--- src/rtl/bdf2ri_pkg.sv ---
// ----------------------------------------------------------------------------
// BDF2 rotor angle integrator - shared package
// Widths, datapath command codes, the command and status structs, and the
// saturating fixed-point helpers used by the datapath and its units.
// ----------------------------------------------------------------------------
`default_nettype none

package bdf2ri_pkg;

  // Value format: signed Q16.32 in 48 bits, step length unsigned Q0.32.
  localparam int VW     = 48;
  localparam int FB     = 32;
  localparam int DT_W   = 32;
  localparam int SUM_W  = VW + 4;            // room for 3a - 4b + c
  localparam int PROD_W = 2 * VW;            // full multiplier product
  localparam int MCH    = 16;                // multiplier chunk per cycle
  localparam int MSTEPS = VW / MCH;
  localparam int MCNT_W = 2;
  localparam int NUM_W  = VW - 1 + DT_W + 2; // dividend of the correction
  localparam int DEN_W  = VW + 5;            // 9*I + 6*D*dt stays below 2^52
  localparam int Q_W    = NUM_W + 1;         // quotient after rounding
  localparam int DCNT_W = 7;

  localparam int IN_W   = DT_W + VW;
  localparam int OUT_W  = 3 * VW;
  localparam int CIDX_W = 2;

  localparam logic [VW-1:0] MAX_POS = {1'b0, {(VW-1){1'b1}}};
  localparam logic [VW-1:0] MIN_NEG = {1'b1, {(VW-1){1'b0}}};

  // Register indexes of the configuration port.
  localparam logic [CIDX_W-1:0] REG_TORQUE_MODE = 2'd0;
  localparam logic [CIDX_W-1:0] REG_PRESC_RATE  = 2'd1;
  localparam logic [CIDX_W-1:0] REG_INERTIA     = 2'd2;
  localparam logic [CIDX_W-1:0] REG_DAMPING     = 2'd3;

  // Datapath operations.
  localparam logic [4:0] OP_NOP       = 5'd0;
  localparam logic [4:0] OP_LOAD      = 5'd1;
  localparam logic [4:0] OP_SHIFT     = 5'd2;
  localparam logic [4:0] OP_MUL       = 5'd3;
  localparam logic [4:0] OP_DIV       = 5'd4;
  localparam logic [4:0] OP_AN_MRES   = 5'd5;
  localparam logic [4:0] OP_AN_CORR   = 5'd6;
  localparam logic [4:0] OP_COMB_A    = 5'd7;
  localparam logic [4:0] OP_COMB_W    = 5'd8;
  localparam logic [4:0] OP_RN_DIV    = 5'd9;
  localparam logic [4:0] OP_TI        = 5'd10;
  localparam logic [4:0] OP_TD        = 5'd11;
  localparam logic [4:0] OP_TT        = 5'd12;
  localparam logic [4:0] OP_NUM       = 5'd13;
  localparam logic [4:0] OP_DEN       = 5'd14;
  localparam logic [4:0] OP_CORR_DIV  = 5'd15;
  localparam logic [4:0] OP_CORR_ZERO = 5'd16;
  localparam logic [4:0] OP_CORR_MRES = 5'd17;
  localparam logic [4:0] OP_OUT       = 5'd18;

  // Multiplier operand selects.
  localparam logic [2:0] MS_PRED = 3'd0;
  localparam logic [2:0] MS_TI   = 3'd1;
  localparam logic [2:0] MS_DW   = 3'd2;
  localparam logic [2:0] MS_TD   = 3'd3;
  localparam logic [2:0] MS_TT   = 3'd4;
  localparam logic [2:0] MS_DEN  = 3'd5;
  localparam logic [2:0] MS_M    = 3'd6;
  localparam logic [2:0] MS_PRES = 3'd7;

  // Divider operand selects.
  localparam logic DS_RATE = 1'b0;
  localparam logic DS_CORR = 1'b1;

  typedef struct packed {
    logic [4:0] op;
    logic [2:0] msel;
    logic       dsel;
  } cmd_t;

  typedef struct packed {
    logic mul_done;
    logic div_done;
    logic den_zero;
    logic torque_mode;
  } status_t;

  function automatic logic [SUM_W-1:0] sx(input logic [VW-1:0] v);
    return {{(SUM_W-VW){v[VW-1]}}, v};
  endfunction

  // Clamp a wide two's-complement value to the signed value range.
  function automatic logic [VW-1:0] sat_val(input logic [SUM_W-1:0] x);
    if (x[SUM_W-1:VW-1] != {(SUM_W-VW+1){x[SUM_W-1]}}) begin
      return x[SUM_W-1] ? MIN_NEG : MAX_POS;
    end
    return x[VW-1:0];
  endfunction

  function automatic logic [VW-1:0] sat_add(input logic [VW-1:0] a, input logic [VW-1:0] b);
    return sat_val(sx(a) + sx(b));
  endfunction

  // sat(3*a0 - 4*a1 + a2)
  function automatic logic [VW-1:0] comb3(input logic [VW-1:0] a0, input logic [VW-1:0] a1,
                                          input logic [VW-1:0] a2);
    logic [SUM_W-1:0] s;
    s = (sx(a0) << 1) + sx(a0) - (sx(a1) << 2) + sx(a2);
    return sat_val(s);
  endfunction

  function automatic logic [VW-1:0] vmag(input logic [VW-1:0] v);
    return v[VW-1] ? (VW'(0) - v) : v;
  endfunction

  // Apply a sign to a magnitude and clamp to the signed value range.
  function automatic logic [VW-1:0] sat_mag(input logic neg, input logic [Q_W-1:0] m);
    if (!neg) begin
      return (m > Q_W'(MAX_POS)) ? MAX_POS : m[VW-1:0];
    end
    return (m > Q_W'(MIN_NEG)) ? MIN_NEG : (VW'(0) - m[VW-1:0]);
  endfunction

endpackage

`default_nettype wire

--- src/rtl/bdf2ri_ctrl.sv ---
// ----------------------------------------------------------------------------
// BDF2 rotor angle integrator - controller
// Sequences one time step through the datapath and owns both handshakes.
// ----------------------------------------------------------------------------
`default_nettype none

module bdf2ri_ctrl (
  input  wire logic                clk,
  input  wire logic                rst_n,
  input  wire logic                in_tvalid,
  output logic                     in_tready,
  output logic                     out_tvalid,
  input  wire logic                out_tready,
  input  wire bdf2ri_pkg::status_t status,
  output bdf2ri_pkg::cmd_t         cmd
);
  import bdf2ri_pkg::*;

  localparam logic [4:0] S_IDLE  = 5'd0;
  localparam logic [4:0] S_SHIFT = 5'd1;
  localparam logic [4:0] S_PRED  = 5'd2;
  localparam logic [4:0] S_WMUL  = 5'd3;
  localparam logic [4:0] S_WDIV  = 5'd4;
  localparam logic [4:0] S_ANP   = 5'd5;
  localparam logic [4:0] S_CA1   = 5'd6;
  localparam logic [4:0] S_DR1   = 5'd7;
  localparam logic [4:0] S_RN1   = 5'd8;
  localparam logic [4:0] S_CW    = 5'd9;
  localparam logic [4:0] S_MTI   = 5'd10;
  localparam logic [4:0] S_TI    = 5'd11;
  localparam logic [4:0] S_MDW   = 5'd12;
  localparam logic [4:0] S_MTD   = 5'd13;
  localparam logic [4:0] S_TD    = 5'd14;
  localparam logic [4:0] S_MTT   = 5'd15;
  localparam logic [4:0] S_TT    = 5'd16;
  localparam logic [4:0] S_NUM   = 5'd17;
  localparam logic [4:0] S_MDEN  = 5'd18;
  localparam logic [4:0] S_DEN   = 5'd19;
  localparam logic [4:0] S_CHK   = 5'd20;
  localparam logic [4:0] S_DC    = 5'd21;
  localparam logic [4:0] S_CORR  = 5'd22;
  localparam logic [4:0] S_ANC   = 5'd23;
  localparam logic [4:0] S_CA2   = 5'd24;
  localparam logic [4:0] S_DR2   = 5'd25;
  localparam logic [4:0] S_RN2   = 5'd26;
  localparam logic [4:0] S_PMUL  = 5'd27;
  localparam logic [4:0] S_PC    = 5'd28;
  localparam logic [4:0] S_OUT   = 5'd29;

  logic [4:0] state_r, state_nxt;
  logic [4:0] ret_r, ret_nxt;
  logic       ov_r, ov_nxt;

  always_comb begin
    state_nxt = state_r;
    ret_nxt   = ret_r;
    ov_nxt    = ov_r & ~out_tready;
    in_tready = 1'b0;
    cmd       = '{op: OP_NOP, msel: MS_PRED, dsel: DS_RATE};
    case (state_r)
      S_IDLE: begin
        in_tready = 1'b1;
        if (in_tvalid) begin
          cmd.op    = OP_LOAD;
          state_nxt = status.torque_mode ? S_SHIFT : S_PMUL;
        end
      end
      S_SHIFT: begin cmd.op = OP_SHIFT; state_nxt = S_PRED; end
      S_PRED: begin
        cmd.op = OP_MUL; cmd.msel = MS_PRED; ret_nxt = S_ANP; state_nxt = S_WMUL;
      end
      S_WMUL: if (status.mul_done) state_nxt = ret_r;
      S_WDIV: if (status.div_done) state_nxt = ret_r;
      S_ANP:  begin cmd.op = OP_AN_MRES; state_nxt = S_CA1; end
      S_CA1:  begin cmd.op = OP_COMB_A; state_nxt = S_DR1; end
      S_DR1: begin
        cmd.op = OP_DIV; cmd.dsel = DS_RATE; ret_nxt = S_RN1; state_nxt = S_WDIV;
      end
      S_RN1:  begin cmd.op = OP_RN_DIV; state_nxt = S_CW; end
      S_CW:   begin cmd.op = OP_COMB_W; state_nxt = S_MTI; end
      S_MTI: begin
        cmd.op = OP_MUL; cmd.msel = MS_TI; ret_nxt = S_TI; state_nxt = S_WMUL;
      end
      S_TI:   begin cmd.op = OP_TI; state_nxt = S_MDW; end
      S_MDW: begin
        cmd.op = OP_MUL; cmd.msel = MS_DW; ret_nxt = S_MTD; state_nxt = S_WMUL;
      end
      S_MTD: begin
        cmd.op = OP_MUL; cmd.msel = MS_TD; ret_nxt = S_TD; state_nxt = S_WMUL;
      end
      S_TD:   begin cmd.op = OP_TD; state_nxt = S_MTT; end
      S_MTT: begin
        cmd.op = OP_MUL; cmd.msel = MS_TT; ret_nxt = S_TT; state_nxt = S_WMUL;
      end
      S_TT:   begin cmd.op = OP_TT; state_nxt = S_NUM; end
      S_NUM:  begin cmd.op = OP_NUM; state_nxt = S_MDEN; end
      S_MDEN: begin
        cmd.op = OP_MUL; cmd.msel = MS_DEN; ret_nxt = S_DEN; state_nxt = S_WMUL;
      end
      S_DEN:  begin cmd.op = OP_DEN; state_nxt = S_CHK; end
      S_CHK: begin
        if (status.den_zero) begin
          cmd.op    = OP_CORR_ZERO;
          state_nxt = S_ANC;
        end else begin
          cmd.op = OP_MUL; cmd.msel = MS_M; ret_nxt = S_DC; state_nxt = S_WMUL;
        end
      end
      S_DC: begin
        cmd.op = OP_DIV; cmd.dsel = DS_CORR; ret_nxt = S_CORR; state_nxt = S_WDIV;
      end
      S_CORR: begin cmd.op = OP_CORR_DIV; state_nxt = S_ANC; end
      S_ANC:  begin
        cmd.op    = OP_AN_CORR;
        state_nxt = status.torque_mode ? S_CA2 : S_OUT;
      end
      S_CA2:  begin cmd.op = OP_COMB_A; state_nxt = S_DR2; end
      S_DR2: begin
        cmd.op = OP_DIV; cmd.dsel = DS_RATE; ret_nxt = S_RN2; state_nxt = S_WDIV;
      end
      S_RN2:  begin cmd.op = OP_RN_DIV; state_nxt = S_OUT; end
      S_PMUL: begin
        cmd.op = OP_MUL; cmd.msel = MS_PRES; ret_nxt = S_PC; state_nxt = S_WMUL;
      end
      S_PC:   begin cmd.op = OP_CORR_MRES; state_nxt = S_ANC; end
      S_OUT: begin
        if (!ov_r || out_tready) begin
          cmd.op    = OP_OUT;
          ov_nxt    = 1'b1;
          state_nxt = S_IDLE;
        end
      end
      default: state_nxt = S_IDLE;
    endcase
  end

  always_ff @(posedge clk) begin
    if (!rst_n) begin
      state_r <= S_IDLE;
      ret_r   <= S_IDLE;
      ov_r    <= 1'b0;
    end else begin
      state_r <= state_nxt;
      ret_r   <= ret_nxt;
      ov_r    <= ov_nxt;
    end
  end

  assign out_tvalid = ov_r;

endmodule

`default_nettype wire

--- config.mk ---
export PLATFORM = sky130hd
export DESIGN_NAME = bdf2ri_ctrl
export DESIGN_NICKNAME = d
export VERILOG_FILES = /design/src/rtl/bdf2ri_pkg.sv /design/src/rtl/bdf2ri_ctrl.sv
export SDC_FILE = /design/constraint.sdc
export NUM_CORES = 1
export LEC_CHECK = 0
export BUFFER_PORTS_ARGS = -buffer_cell sky130_fd_sc_hd__buf_2
export CORE_UTILIZATION = 46
export DETAILED_ROUTE_END_ITERATION = 16
export PLACE_DENSITY_LB_ADDON = 0.25
export SLEW_MARGIN = 30
export SYNTH_ARGS = -nofsm -noshare
export SYNTH_HDL_FRONTEND = slang
export SYNTH_SLANG_ARGS = --single-unit
--- constraint.sdc ---
create_clock -name clk -period 2.45 [get_ports clk]
set_input_delay 0.1225 -clock clk [delete_from_list [all_inputs] [get_ports clk]]
set_output_delay 0.1225 -clock clk [all_outputs]
set_load 0.005 [all_outputs]
# Word-level counts from Yosys, hierarchy flattened
# Cells that the tools add are included.
[word_totals]
rom_bits = 0
latchBits = 0
n_memories = 0
ramBits = 0
output_inout_bits = 11
input_bits = 8
wordCells = 70
register_bits = 11
[classes]
n_eq_ne = 34
shifts = 0
multipliers = 0
order_cmp = 0
addsub = 0
muxes = 20
bitwise = 2
div_mod_pow = 0
n_reduce_logical = 11
[ops]
columns = ["op", "count"]
rows = [
  ["one-hot mux 5 bit (21 select lines)", 1],
  ["one-hot mux 5 bit (18 select lines)", 1],
  ["equality test 5 bit, second input constant", 14],
  ["one-hot mux 5 bit (11 select lines)", 1],
  ["2-to-1 mux 5 bit", 9],
  ["equality test 5 x 4 -> 1 bit, second input constant", 8],
  ["one-hot mux 3 bit (7 select lines)", 1],
  ["equality test 5 x 3 -> 1 bit, second input constant", 4],
  ["nonzero test 11 bit", 1],
  ["equality test 5 x 2 -> 1 bit, second input constant", 2],
  ["inequality test 2 bit, second input constant", 5],
  ["OR reduction 7 bit", 1],
  ["2-to-1 mux 3 bit", 2],
  ["OR reduction 2 bit", 3],
  ["equality test 5 x 1 -> 1 bit, second input constant", 1],
  ["logical NOT 5 bit", 1],
  ["2-to-1 mux 1 bit", 5],
  ["AND reduction 4 bit", 1],
  ["OR reduction 3 bit", 1],
  ["AND reduction 2 bit", 1],
  ["AND 1 bit", 1],
  ["logical NOT 1 bit", 1],
  ["logical OR 1 bit", 1],
  ["inverter 1 bit", 1],
]

# Depth between registers and ports, before layout
[logic_depth]
word_depth = 4
depth_mapped = 8
ltp_nobuf = 5

# Worst setup path after synthesis
# OpenSTA, ideal clock, no wires.
[synth_path]
kind = "reg2reg"
from = "reg state_r[2]"
to = "reg state_r[0]"
setup_slack_ns = 0.969
n_path_buf = 1
period_less_slack_ns = 1.481
path_stages_with_launch = 7
setup_ns = 0.120
arrival_ns = 1.362
t_required_ns = 2.330
path_cell_list = "dfxtp_1 -> buf_4 -> mux2_4 -> o32ai_4 -> nor3b_2 -> o21a_1 -> o31a_1"
[synth_via]
elab_chain_cells = 3
word_cells_on_any_way = 39
cone_classes = "eq/ne (33); mux (1); reduce/logical (5)"
[synth_rtl]
columns = ["element", "line_no", "text"]
rows = [
  ["start, declared", "bdf2ri_ctrl.sv:50", "logic [4:0] state_r, state_nxt;"],
  ["start signal, assigned", "bdf2ri_ctrl.sv:143", "state_r <= state_nxt;"],
  ["equality test 5 bit (tied with other cells)", "bdf2ri_ctrl.sv:60", "case (state_r)"],
  ["OR reduction 7 bit (no source line) (tied with other cells)", "-", ""],
  ["one-hot mux 5 bit (21 select lines) or AND reduction 4 bit (tied branches)", "-", ""],
]
# Parallel ways exist; a longest one is shown, timed or not.
# A chain may end at the register's enable or synchronous reset.

==> results.cfg <==
[clocking]
path_clk_slew_ps = 80
cts_sinks = 11
tritoncts = built
clockBufferDepth = 2
cts-root-buf = clkbuf_4
post_cts_buffers = 0
clk_latency_ps = 270
numCtsBuffers = 3
ctsHtreeMaxLevel = 1

[logic_synthesis]
synth_nets = 206
ys_seq_area_share_pct = 15.6
synth-main-ff-cell = dfxtp_1
postSynthCellCount = 198
synth.distinct_cells = 60
yosys.area.top_type = dfxtp_1
avgSynthCellArea_um2 = 7.13
synth_top_area_share_pct = 15.6
yosysWarnings = 0
synth-edff-count = 0
ys_ff_latch = 11
synth_area_mm2 = 0.00141
synth_top_cells_by_area = dfxtp_1 16%, o21ai_0 6.0%, nor2_1 5.3%
ys_async_sr_fraction_pct = 0

[timing]
maxSlewViolCount = 0
finalSetupViolations = 0
max_freq_ghz = 0.443
finalHoldViolations = 0
fin_crit_ps = 2260
final.period_utilization_pct = 92.2
worst_clock_skew_ps = 3.09
worst_pin_slew_ps = 666
fin_ws_ps = 191
setup-tns-final_ps = 0
holdWs_ps = 197
grt_setup_unrepaired = no
slew-limit-headroom_pct = 55.5

[worst_hold_path]
hold_path_class = in2reg
hold-path-cell-count = 2

[final_layout]
fin_nets = 220
layout-drive-gt1-share_pct = 22.3
area_growth_pct = 7.00
n_antenna_cell = 0
final_cell_mix = 20 x nor2_1, 18 x nand2_1, 18 x buf_2, 17 x o21ai_0, 11 x a21oi_1
final_common_cell = nor2_1
num-fill-cells = 286

[power_and_ir_drop]
leakage_nw = 0.573
p_clk_share_pct = 6.8
pwr-share-comb_pct = 71.3
power.internal_mw = 0.885
ir_drop_v = 0.000744
p_switching_mw = 1.03
swShare_pct = 53.8
pwr-share-seq_pct = 21.9
power.density_mw_per_mm2 = 1270

[placement]
dp.final_hpwl_mm = 3.25
detailedPlace.worstSlack_ps = 485
gp_congestion = 1.01
portBuffers = 18

[critical_path]
path_max_fanout = 15
rrSetupSlack_ps = 420
cp-start-kind = flop
slowest_delay_ps = 740
cp_slowest_cell = dfxtp_1
cp_data_required_time_ps = 2330
worst-r2r-cell-count = 5
path_class = reg2out
path_cells = buf_4, nand2b_1, a21oi_1, a211oi_1, o21ai_0, buf_2
critPathArrivalTime_ps = 2140
end_kind = output port

[die]
die_h_um = 57.4
fp.dieArea_mm2 = 0.00329
core_area_mm2 = 0.00283
start_util_pct = 49.9
io_pins = 19
rows = 19
die_w_um = 57.4

[grt]
track_usage_pct = 28.2
grt_pass1_wl_mm = 7.23
grt_pass1_vias = 1461
grt_max_degree = 21
gr-total-overflow = 0
antenna_found_initial = 0

[run_status]
violations = DRC
outcome = finished, violations left

[detailed_routing]
wirelength_mm = 4.52
dr.first_iter.drc_count = 162
ant_nets = 0
route.detailed.drc = 2
drt_first_pass_iters = 10
dr_total_vias = 1647
post_drt_via_cell_ratio = 6.81
wire_per_inst_um = 18.7

[job]
cap_violations = 0
cells in the mapped netlist (4+ instances only):
cell type  number
buf_6           4
nor2_1         20
a21oi_1        11
nand2b_1        5
o32ai_1         5
nor2b_1         5
o21ai_0        17
buf_4           6
a31oi_1         4
a211oi_1        4
buf_2           7
dfxtp_1        11
o22ai_1         5
a22oi_1         4
nand2_1        18
nor3_1          4
inv_1           8
nand3_1         4
kinds of logic (layout without fill, tap and decap cells):
family / Yosys count / after routing / synth area share, %
XOR/XNOR: 3 / 3 / 1.86
flip-flops: 11 / 11 / 15.6
AO/OA/AOI/OAI: 77 / 77 / 40.2
multiplexers: 3 / 3 / 2.57
AND/OR/NAND/NOR: 77 / 77 / 28.2
buffers and inverters: 27 / 40 / 11.5
cell type report:
cell class	instances	area [µm²]	share of cell area (%)
multi-input combinational	160	1030	68.1
sequential	11	221	14.7
timing repair buffer	28	165	10.9
tap	31	38.8	2.57
inverter	8	30.0	1.99
clock buffer	4	26.3	1.74
layer usage:
layer	track usage [%]	vias up	routed length, µm	part of all wire, %
li1	-	760	-	-
met2	43.7	119	2080	46
met3	4.76	11	464	10
met5	0	-	0	0
met4	9.76	0	93	2.1
met1	39.4	757	1890	42
critical path, delay by kind of cell, from the launching register on:
| kind | cells | cell delay, ps |
|---|---|---|
| AO/OA/AOI/OAI | 3 | 530 |
| buffers and inverters | 2 | 420 |
| AND/OR/NAND/NOR | 1 | 170 |
| flip-flops | 1 | 740 |
flip-flops by register name (all words and copies together), names as in the netlist:
| register | flops |
|---|---|
| ret_r | 5 |
| state_r | 5 |
| out_tvalid | 1 |
power by group through the flow:
stage	Sequential [mW]	Clock, mW	Combinational (mW)
floorplan	0.271	0	1.18
global placement	0.410	0	1.33
detailed placement	0.411	0	1.33
CTS	0.406	0.132	1.34
global route	0.429	0.141	1.48
finish	0.420	0.131	1.37
timing repair:
| action | CTS | global route |
|---|---|---|
| setup endpoints to repair | 0 | 1 |
| endpoints found under the hold margin | 0 | 0 |
| gates resized for setup | 0 | 1 |
| hold buffers | 0 | 0 |
final timing paths:
kind               from         end
min               rst_n    ret_r[1]
min reg2reg    ret_r[4]  state_r[4]
max          state_r[2]      cmd[5]
max reg2reg  state_r[0]  state_r[3]
stage by stage:
stage / area (µm²) / cells / util (%) / total power, mW
6_report: 1510 / 242 / 53.4 / 1.92
3_5_place_dp: 1480 / 238 / 52.4 / 1.74
2_1_floorplan: 1410 / 198 / - / 1.45
5_1_grt: 1510 / 242 / 53.4 / 2.05
3_3_place_gp: 1480 / 238 / 52.4 / 1.74
4_1_cts: 1510 / 242 / 53.3 / 1.88
No activity file was read; power rests on OpenSTA's default activity.
